## src/dips_pkg.sv

```systemverilog
// shared constants and types for the dual-wheel incremental pid speed block
package dips_pkg;

  localparam int MAX_DUTY_PCT = 30;
  localparam int ERR_LIMIT    = 50;

  localparam int GAIN_W   = 16;
  localparam int TARGET_W = 15;
  localparam int COUNT_W  = 16;
  localparam int SPEED_W  = COUNT_W + 1;
  localparam int DUTY_W   = 21;
  localparam int ERR_W    = 7;
  localparam int PROD_W   = 25;
  localparam int SUM_W    = 27;

  localparam logic [DUTY_W-1:0] DUTY_RESET = DUTY_W'(18 * 65536);
  localparam logic [DUTY_W-1:0] DUTY_MAX   = DUTY_W'(MAX_DUTY_PCT * 65536);

  localparam logic [2:0] REG_KP_LEFT      = 3'd0;
  localparam logic [2:0] REG_KI_LEFT      = 3'd1;
  localparam logic [2:0] REG_KD_LEFT      = 3'd2;
  localparam logic [2:0] REG_KP_RIGHT     = 3'd3;
  localparam logic [2:0] REG_KI_RIGHT     = 3'd4;
  localparam logic [2:0] REG_KD_RIGHT     = 3'd5;
  localparam logic [2:0] REG_TARGET_LEFT  = 3'd6;
  localparam logic [2:0] REG_TARGET_RIGHT = 3'd7;

  localparam logic [GAIN_W-1:0]   KP_LEFT_RESET  = 16'd328;
  localparam logic [GAIN_W-1:0]   KI_LEFT_RESET  = 16'd79;
  localparam logic [GAIN_W-1:0]   KD_LEFT_RESET  = 16'd164;
  localparam logic [GAIN_W-1:0]   KP_RIGHT_RESET = 16'd262;
  localparam logic [GAIN_W-1:0]   KI_RIGHT_RESET = 16'd98;
  localparam logic [GAIN_W-1:0]   KD_RIGHT_RESET = 16'd131;
  localparam logic [TARGET_W-1:0] TARGET_RESET   = 15'd150;

  typedef struct packed {
    logic ld1;
    logic ld2;
    logic ld3;
  } stage_en_t;

endpackage

```

## src/dual_incremental_pid_speed_top.sv

```systemverilog
// order: a word loads the error, then the gain products, then the output duty
// throughput: one word per cycle while out_stall is low; the duty accumulators close
// a loop in stage three and the error history a loop in stage two
// reset: synchronous; gains and targets take their defaults, error history
// clears and both duty accumulators restart at 18 percent
module dual_incremental_pid_speed_top (
  input  logic                                 clk,
  input  logic                                 rst,
  input  logic                                 cfg_valid,
  output logic                                 cfg_ready,
  input  logic [2:0]                           cfg_index,
  input  logic [dips_pkg::GAIN_W-1:0]          cfg_data,
  input  logic                                 in_valid,
  output logic                                 in_stall,
  input  logic signed [dips_pkg::COUNT_W-1:0]  count_left,
  input  logic signed [dips_pkg::COUNT_W-1:0]  count_right,
  output logic                                 out_valid,
  input  logic                                 out_stall,
  output logic [dips_pkg::DUTY_W-1:0]          duty_left,
  output logic [dips_pkg::DUTY_W-1:0]          duty_right
);
  import dips_pkg::*;

  logic [GAIN_W-1:0]         kp_left;
  logic [GAIN_W-1:0]         ki_left;
  logic [GAIN_W-1:0]         kd_left;
  logic [GAIN_W-1:0]         kp_right;
  logic [GAIN_W-1:0]         ki_right;
  logic [GAIN_W-1:0]         kd_right;
  logic [TARGET_W-1:0]       target_left;
  logic [TARGET_W-1:0]       target_right;
  logic signed [SPEED_W-1:0] speed_left;
  logic signed [SPEED_W-1:0] speed_right;
  logic [DUTY_W-1:0]         lane_duty_left;
  logic [DUTY_W-1:0]         lane_duty_right;
  stage_en_t                 en;

  assign cfg_ready = 1'b1;

  always_ff @(posedge clk) begin
    if (rst) begin
      kp_left      <= KP_LEFT_RESET;
      ki_left      <= KI_LEFT_RESET;
      kd_left      <= KD_LEFT_RESET;
      kp_right     <= KP_RIGHT_RESET;
      ki_right     <= KI_RIGHT_RESET;
      kd_right     <= KD_RIGHT_RESET;
      target_left  <= TARGET_RESET;
      target_right <= TARGET_RESET;
    end else if (cfg_valid && cfg_ready) begin
      case (cfg_index)
        REG_KP_LEFT:      kp_left      <= cfg_data;
        REG_KI_LEFT:      ki_left      <= cfg_data;
        REG_KD_LEFT:      kd_left      <= cfg_data;
        REG_KP_RIGHT:     kp_right     <= cfg_data;
        REG_KI_RIGHT:     ki_right     <= cfg_data;
        REG_KD_RIGHT:     kd_right     <= cfg_data;
        REG_TARGET_LEFT:  target_left  <= cfg_data[TARGET_W-1:0];
        REG_TARGET_RIGHT: target_right <= cfg_data[TARGET_W-1:0];
        default: begin
        end
      endcase
    end
  end

  // left encoder runs reversed
  assign speed_left  = -SPEED_W'(count_left);
  assign speed_right = SPEED_W'(count_right);

  dips_lane u_lane_left (
    .clk       (clk),
    .rst       (rst),
    .en        (en),
    .kp        (kp_left),
    .ki        (ki_left),
    .kd        (kd_left),
    .target    (target_left),
    .speed     (speed_left),
    .duty_next (lane_duty_left)
  );

  dips_lane u_lane_right (
    .clk       (clk),
    .rst       (rst),
    .en        (en),
    .kp        (kp_right),
    .ki        (ki_right),
    .kd        (kd_right),
    .target    (target_right),
    .speed     (speed_right),
    .duty_next (lane_duty_right)
  );

  dips_merge u_merge (
    .clk             (clk),
    .rst             (rst),
    .in_valid        (in_valid),
    .in_stall        (in_stall),
    .out_valid       (out_valid),
    .out_stall       (out_stall),
    .lane_duty_left  (lane_duty_left),
    .lane_duty_right (lane_duty_right),
    .duty_left       (duty_left),
    .duty_right      (duty_right),
    .en              (en)
  );

endmodule

```

## src/dips_lane.sv

```systemverilog
// one wheel lane: error clamp, gain products, duty accumulate and clamp
module dips_lane (
  input  logic                                 clk,
  input  logic                                 rst,
  input  dips_pkg::stage_en_t                  en,
  input  logic [dips_pkg::GAIN_W-1:0]          kp,
  input  logic [dips_pkg::GAIN_W-1:0]          ki,
  input  logic [dips_pkg::GAIN_W-1:0]          kd,
  input  logic [dips_pkg::TARGET_W-1:0]        target,
  input  logic signed [dips_pkg::SPEED_W-1:0]  speed,
  output logic [dips_pkg::DUTY_W-1:0]          duty_next
);
  import dips_pkg::*;

  localparam int ERRW_W = SPEED_W + 1;

  logic signed [ERRW_W-1:0] err_raw;
  logic signed [ERR_W-1:0]  err_clamped;
  logic signed [ERR_W-1:0]  err;
  logic signed [ERR_W-1:0]  last_err;
  logic signed [ERR_W-1:0]  prev_err;
  logic signed [ERR_W:0]    diff_p;
  logic signed [ERR_W+1:0]  diff_d;
  logic signed [PROD_W-1:0] prod_p;
  logic signed [PROD_W-1:0] prod_i;
  logic signed [PROD_W-1:0] prod_d;
  logic signed [SUM_W-1:0]  duty_sum;
  logic [DUTY_W-1:0]        acc_duty;

  // stage 1: error and clamp
  always_comb begin
    err_raw = signed'(ERRW_W'({1'b0, target})) - ERRW_W'(speed);
    if (err_raw > ERRW_W'(ERR_LIMIT)) begin
      err_clamped = ERR_W'(ERR_LIMIT);
    end else if (err_raw < -ERRW_W'(ERR_LIMIT)) begin
      err_clamped = -ERR_W'(ERR_LIMIT);
    end else begin
      err_clamped = ERR_W'(err_raw);
    end
  end

  always_ff @(posedge clk) begin
    if (en.ld1) begin
      err <= err_clamped;
    end
  end

  // stage 2: products against the error history
  always_comb begin
    diff_p = (ERR_W+1)'(err) - (ERR_W+1)'(last_err);
    diff_d = (ERR_W+2)'(err) - ((ERR_W+2)'(last_err) <<< 1) + (ERR_W+2)'(prev_err);
  end

  always_ff @(posedge clk) begin
    if (rst) begin
      last_err <= '0;
      prev_err <= '0;
    end else if (en.ld2) begin
      prev_err <= last_err;
      last_err <= err;
    end
  end

  always_ff @(posedge clk) begin
    if (en.ld2) begin
      prod_p <= signed'(PROD_W'({1'b0, kp})) * PROD_W'(diff_p);
      prod_i <= signed'(PROD_W'({1'b0, ki})) * PROD_W'(err);
      prod_d <= signed'(PROD_W'({1'b0, kd})) * PROD_W'(diff_d);
    end
  end

  // stage 3: accumulate and clamp duty
  always_comb begin
    duty_sum = signed'(SUM_W'({1'b0, acc_duty})) + SUM_W'(prod_p) + SUM_W'(prod_i)
             + SUM_W'(prod_d);
    if (duty_sum < 0) begin
      duty_next = '0;
    end else if (duty_sum > signed'(SUM_W'({1'b0, DUTY_MAX}))) begin
      duty_next = DUTY_MAX;
    end else begin
      duty_next = DUTY_W'(duty_sum);
    end
  end

  always_ff @(posedge clk) begin
    if (rst) begin
      acc_duty <= DUTY_RESET;
    end else if (en.ld3) begin
      acc_duty <= duty_next;
    end
  end

endmodule

```

## src/dips_merge.sv

```systemverilog
// pipeline flow control and output register joining both lanes
module dips_merge (
  input  logic                          clk,
  input  logic                          rst,
  input  logic                          in_valid,
  output logic                          in_stall,
  output logic                          out_valid,
  input  logic                          out_stall,
  input  logic [dips_pkg::DUTY_W-1:0]   lane_duty_left,
  input  logic [dips_pkg::DUTY_W-1:0]   lane_duty_right,
  output logic [dips_pkg::DUTY_W-1:0]   duty_left,
  output logic [dips_pkg::DUTY_W-1:0]   duty_right,
  output dips_pkg::stage_en_t           en
);
  import dips_pkg::*;

  logic v1;
  logic v2;
  logic out_adv;
  logic s1_free;
  logic s2_free;

  always_comb begin
    out_adv = !out_valid || !out_stall;
    en.ld3  = v2 && out_adv;
    s2_free = !v2 || en.ld3;
    en.ld2  = v1 && s2_free;
    s1_free = !v1 || en.ld2;
    en.ld1  = in_valid && s1_free;
    in_stall = !s1_free;
  end

  always_ff @(posedge clk) begin
    if (rst) begin
      v1        <= 1'b0;
      v2        <= 1'b0;
      out_valid <= 1'b0;
    end else begin
      v1        <= en.ld1 || (v1 && !en.ld2);
      v2        <= en.ld2 || (v2 && !en.ld3);
      out_valid <= en.ld3 || (out_valid && out_stall);
    end
  end

  always_ff @(posedge clk) begin
    if (en.ld3) begin
      duty_left  <= lane_duty_left;
      duty_right <= lane_duty_right;
    end
  end

endmodule
```

## config.mk

```make
export PLATFORM = sky130hd
export DESIGN_NAME = dual_incremental_pid_speed_top
export DESIGN_NICKNAME = d
export VERILOG_FILES = /design/src/dips_pkg.sv /design/src/dual_incremental_pid_speed_top.sv /design/src/dips_lane.sv /design/src/dips_merge.sv
export SDC_FILE = /design/constraint.sdc
export NUM_CORES = 2
export LEC_CHECK = 0
export BUFFER_PORTS_ARGS = -buffer_cell sky130_fd_sc_hd__buf_2
export CORE_MARGIN = 2
export CORE_UTILIZATION = 25
export DETAILED_ROUTE_END_ITERATION = 6
export HOLD_SLACK_MARGIN = 0.15
export PLACE_DENSITY = 0.37
export SYNTH_ARGS = -nofsm -noshare
export SYNTH_HDL_FRONTEND = slang
export SYNTH_HIERARCHICAL = 1
export SYNTH_SLANG_ARGS = --single-unit
export TNS_END_PERCENT = 20
```

## constraint.sdc

```tcl
create_clock -name clk -period 10.6 [get_ports clk]
set_input_delay 2.12 -clock clk [delete_from_list [all_inputs] [get_ports clk]]
set_output_delay 2.12 -clock clk [all_outputs]
set_load 0.005 [all_outputs]
```

=== Word level (Yosys, flattened, before mapping) ===
Index checks and enable logic that the tools add are counted.

* $add $sub $neg: 15
* $mul: 6
* Magnitude comparators: 8
* Equality and inequality tests: 7
* Mux-type cells: 6
* Reduce and logical (&&, ||, !) cells: 30

{| class="wikitable"
|+ Operators with widths
! kind !! count
|-
| 2-to-1 mux 21 bit || 4
|-
| adder 26 x 24 -> 27 bit || 2
|-
| adder 27 x 25 -> 27 bit || 2
|-
| greater-than comparator 27 x 22 -> 1 bit (second input constant) || 2
|-
| less-than comparator 27 x 1 -> 1 bit (second input constant) || 2
|-
| adder 22 x 25 -> 26 bit || 2
|-
| multiplier 17 x 8 -> 25 bit || 2
|-
| multiplier 17 x 9 -> 25 bit || 2
|-
| multiplier 17 x 7 -> 24 bit || 2
|-
| greater-than comparator 18 x 7 -> 1 bit (second input constant) || 2
|-
| less-than comparator 18 x 7 -> 1 bit (second input constant) || 2
|-
| adder 9 x 7 -> 9 bit || 2
|-
| subtractor 16 x 17 -> 18 bit || 1
|-
| subtractor 7 x 8 -> 9 bit || 2
|-
| negator 16 -> 17 bit || 1
|-
| subtractor 16 x 16 -> 17 bit || 1
|-
| AND reduction 2 bit || 8
|-
| subtractor 7 x 7 -> 8 bit || 2
|-
| 2-to-1 mux 7 bit || 2
|-
| equality test 3 bit (second input constant) || 4
|-
| logical NOT 1 bit || 7
|-
| equality test 3 x 2 -> 1 bit (second input constant) || 2
|-
| logical AND 1 bit || 6
|-
| logical OR 1 bit || 6
|-
| other kinds (3) || 4
|}

* Flip-flop bits (word level): 403
* Bits of input ports: 56
* Output and inout port bits: 45

=== Longest topological paths before layout ===
* Word-level depth: 8
* Depth in mapped cells: 33
* Mapped depth without buffers: 32

=== By module ===
The synthesis kept the hierarchy.

{| class="wikitable"
|+ Modules (own cells, without submodules)
! module !! times used !! cells each !! area each (um^2) !! seq. area each (um^2)
|-
| dips_lane at u_lane_right || 1 || 2144 || 20447.1 || 3133.0
|-
| dips_lane at u_lane_left || 1 || 2084 || 20091.8 || 3133.0
|-
| dual_incremental_pid_speed_top || 1 || 623 || 5021.1 || 2522.4
|-
| dips_merge || 1 || 57 || 1382.6 || 1321.3
|}

=== Worst setup path after synthesis ===
No wires, ideal clock.

* Path kind: register -> register
* From: reg u_lane_left.err[2]
* To: reg u_lane_left.prod_d[23] (data pin)
* Setup time: 0.257 ns
* Arrival time: 7.882 ns
* Slack: 2.461 ns
* Cell stages (with the launch flop): 33
* Buffers on the path: 1
* Cells stage by stage: edfxtp_1 -> clkbuf_1 -> inv_1 -> fa_1 -> inv_1 -> ha_1 -> nor2b_1 -> o21ai_0 -> a21boi_0 -> o21ai_0 -> nand2b_1 -> a21o_1 -> a21oi_1 -> xnor2_1 -> or2_2 -> fa_1 -> fa_1 -> inv_1 -> fa_1 -> fa_1 -> inv_1 -> fa_1 -> inv_1 -> ha_1 -> o21ai_0 -> a21oi_1 -> o41ai_1 -> o211ai_1 -> a31oi_1 -> nor2b_1 -> o21a_1 -> o41a_1 -> xor2_1

* Word-level cells in the longest chain between the ends: 3

{| class="wikitable"
|+ RTL lines
! what !! line !! source
|-
| start, declared || dips_lane.sv:19 || <nowiki>logic signed [ERR_W-1:0] err;</nowiki>
|-
| start signal, assigned || dips_lane.sv:44 || <nowiki>err <= err_clamped;</nowiki>
|-
| subtractor 7 x 8 -> 9 bit || dips_lane.sv:51 || <nowiki>diff_d = (ERR_W+2)'(err) - ((ERR_W+2)'(last_err) <<< 1) + (ERR_W+2)'(prev_err);</nowiki>
|-
| adder 9 x 7 -> 9 bit || dips_lane.sv:51 ||
|-
| multiplier 17 x 9 -> 25 bit || dips_lane.sv:68 || <nowiki>prod_d <= signed'(PROD_W'({1'b0, kd})) * PROD_W'(diff_d);</nowiki>
|-
| end signal, assigned || dips_lane.sv:68 ||
|-
| end, declared || dips_lane.sv:26 || <nowiki>logic signed [PROD_W-1:0] prod_d;</nowiki>
|}

Every way passes these cells.
A chain may end at the register's enable or synchronous reset.

=== Worst setup path after layout ===
Same ends and word-level chain as after synthesis.

==> reports/results.txt <==
Crit path largest cell delay: 0.63 ns
Slew HR: 0.209
CP max FO: 19
TritonCTS Buffers: 54
Hold_sp: target_right[0]
Flop-to-flop setup slack: 1.86 ns
Initial detailed-routing violation count: 1780
DP Cell Count: 7381
HPWL after DPL: 112000 um
I/O Buffers: 99
Sequential-to-total area share from yosys stat: 0.215
Critical Path End: u_lane_left/prod_d[23]
Total setup buffers inserted after CTS: 0
FF-to-FF End: u_lane_left/prod_d[23]
WL final: 141000 um
Worst hold path type: reg2reg
Max Clock Freq: 114 MHz
Least-Margin Pin Slew: 1.19 ns
Die width: 437 um
M2 GR Usage: 0.248
Cell Area, Synth: 0.0469 mm^2
Critical Path Source: u_lane_left/err[2]
Detailed Routing Iterations Pass 1: 5
GR peak layer: met2
Die ar.: 0.191 mm^2
Min Tclk post-route: 8.74 ns
Total GRT Usage: 0.148
Clock Latency Late Sink: 0.66 ns
P_leak: 23.0 nW
R2R depth: 33
Final std cells w/o fill: 7485
CP Class: reg2reg
Initial antenna violation count: 22
First-pass GRT wire length: 218000 um
Tcrit/Tclk final: 0.824
P&R area growth vs syn: 10.8%
Worst EP required: 11.00 ns
Finish-stage setup viols: 0
Worst Path Buf+Inv: 7
DRC viols: 0
Share of layout cells above drive strength 1: 0.0658
Reg clk slew, reported paths: 0.06 ns
Fin Setup TNS: 0 ns
Outcome: complete, no violations
Core Area: 0.187 mm^2
Clock Sinks: 403
Pins Over Slew Limit: 0
Data arrival, critical path: 9.14 ns
Largest net degree at the start of global routing: 111
Final Hold Viols: 0
Final #Nets: 6101
Initial Util: 0.251
Fin area: 0.0520 mm^2
Hold-fix buffers, CTS: 0
Number of global-route vias before repair: 35.6k
H-tree levels: 2
Number of synthesized flops with an enable pin: 204
Synthesized area per cell: 9.56 um^2
RSZ-0062 raised after global routing: no
Main synth FF type: edfxtp_1
GR Util met3: 0.0139
Most frequent CP cell: fa_1
Post-CTS resize count: 0
Placed inst area: 0.0502 mm^2
CTS max path bufs: 3
Number of vias per cell: 4.51
Root Buffer Master: clkbuf_16
Crit end category: flip-flop
Synth warnings: 6
MaxCap Viol Count: 0
Met1 usage: 0.206
CP Launch Type: flip-flop
Routed length per instance: 18.8 um
IR drop worst, VDD: 238 uV
R2R Path Start: u_lane_left/err[2]
Vias: 33.8k
Post-synthesis cell type count: 103
Final clock skew: 0.0322 ns
Post-DRT Antenna Nets: 0
Syn Inst Count: 4908
Row count: 159
TritonCTS clock tree: built
FILL cells: 19.8k
Global route overflow: 0
Slowest-stage cell, CP: o41ai_1
P per Cell Area: 260 mW/mm^2
Number of synthesized register bits: 403
GPL Wtd Cong: 0.784
Asr flop ratio synth: 0
Die height: 437 um
WP depth: 33
Crit path max-delay family: adder cells
Syn Nets: 6067
I/O pins: 101
worst min-delay path: stages, from the launching register on:
cell	delay (ns)
dfxtp_1	0.31
nand2_1	0.05
a21oi_1	0.05
per-layer routing:
layer	vias to the layer above	wire length (um)
met5	-	0
met4	0	2900
met3	110	4330
met2	460	66400
met1	17012	67100
li1	16194	-
cells in the final DEF (no fill, tap or decap), drive strengths merged, types with 34 or more instances in the layout:
master and count:
o21a 38, or2 45, o21ai 115, ha 485
and2 402, a21oi 247, edfxtp 204, nor2b 70
xor2 68, dfxtp 199, nand2b 79, fa 618
buf 132, nor3 68, a21o 65, clkbuf 71
nand3 40, nand2 601, xnor2 129, inv 643
mux2i 34, nor2 215
state kept, by name, summed over array words and instances, names as in the netlist, 15 cells and up:
signal,cells
kd_left,16
kd_right,16
ki_left,16
ki_right,16
kp_left,16
kp_right,16
target_left,15
target_right,15
u_lane_left/acc_duty,21
u_lane_left/prod_d,25
u_lane_left/prod_i,24
u_lane_left/prod_p,25
u_lane_right/acc_duty,21
u_lane_right/prod_d,25
u_lane_right/prod_i,24
u_lane_right/prod_p,25
u_merge/duty_left,21
u_merge/duty_right,21
cell type report:
cell class / instances / area (um^2) / area share
clock buffer: 71 / 1540 / 0.0296
tap: 2495 / 3120 / 0.0600
sequential: 403 / 10100 / 0.194
multi-input combinational: 3712 / 33800 / 0.649
inverter: 639 / 2400 / 0.0461
timing repair buffer: 132 / 762 / 0.0146
antenna: 3 / 7.51 / 0.000144
clock inverter: 30 / 302 / 0.00580
stage by stage:
stage | util | worst slack (ns) | total power, W | hold WS, ns
2_1_floorplan | - | 2.46 | 0.00905 | 0.428
3_3_place_gp | 0.268 | 1.75 | 0.0118 | 0.449
3_5_place_dp | 0.268 | 1.80 | 0.0117 | 0.450
4_1_cts | 0.278 | 1.78 | 0.0138 | 0.459
5_1_grt | 0.278 | 1.12 | 0.0150 | 0.483
6_report | 0.278 | 1.86 | 0.0135 | 0.458
power by group:
part           leakage, nW  internal (W)  switching (W)
sequential            3.51       0.00207       0.000217
clock                0.897       0.00112       0.000814
combinational         18.6       0.00368        0.00564
total                 23.0       0.00688        0.00667
kinds of logic (layout without fill, tap and decap cells):
family,count (synthesis),count (layout),share of synthesized area
AND/OR/NAND/NOR,1691,1691,0.184
adder cells (fa/ha/maj),1103,1103,0.393
buffers and inverters,793,872,0.0675
AO/OA/AOI/OAI,685,685,0.0956
flip-flops,403,403,0.215
XOR/XNOR,197,197,0.0368
multiplexers,35,35,0.00749
other,1,4,0.0000799
worst min-delay path by stage:
stage / slack, ns / end / cells after the start
2_1_floorplan: 0.43 / u_merge/v2 / 2
3_3_place_gp: 0.45 / target_left[0] / 2
3_5_place_dp: 0.45 / target_left[0] / 2
4_1_cts: 0.46 / target_left[0] / 2
5_1_grt: 0.48 / target_right[9] / 2
6_report: 0.46 / target_right[0] / 2
synth_stat cells (all sizes together) (8+ instances only):
cell type | n | area (um^2)
nor4 | 18 | 119
xnor2 | 129 | 1130
mux2i | 34 | 340
edfxtp | 204 | 6130
nand4 | 21 | 146
o41ai | 10 | 106
and3 | 24 | 150
nor2 | 215 | 807
nand2b | 79 | 494
a31oi | 27 | 175
inv | 639 | 2400
xor2 | 68 | 596
o32ai | 14 | 123
nor3b | 20 | 166
dfxtp | 199 | 3980
fa | 618 | 12400
o21bai | 23 | 173
or2 | 45 | 282
nor2b | 70 | 438
a2111oi | 11 | 115
nor3 | 68 | 345
o211ai | 15 | 113
o31ai | 8 | 60.1
buf | 52 | 382
a21oi | 247 | 1240
a211oi | 30 | 230
and2 | 402 | 2520
or3 | 20 | 130
o21ai | 115 | 621
a21boi | 8 | 60.1
clkbuf | 102 | 387
nand3 | 40 | 200
o21a | 38 | 285
a21o | 65 | 488
ha | 485 | 6070
nand3b | 32 | 253
nand2 | 601 | 2260
No activity file was read; power rests on OpenSTA's default activity.
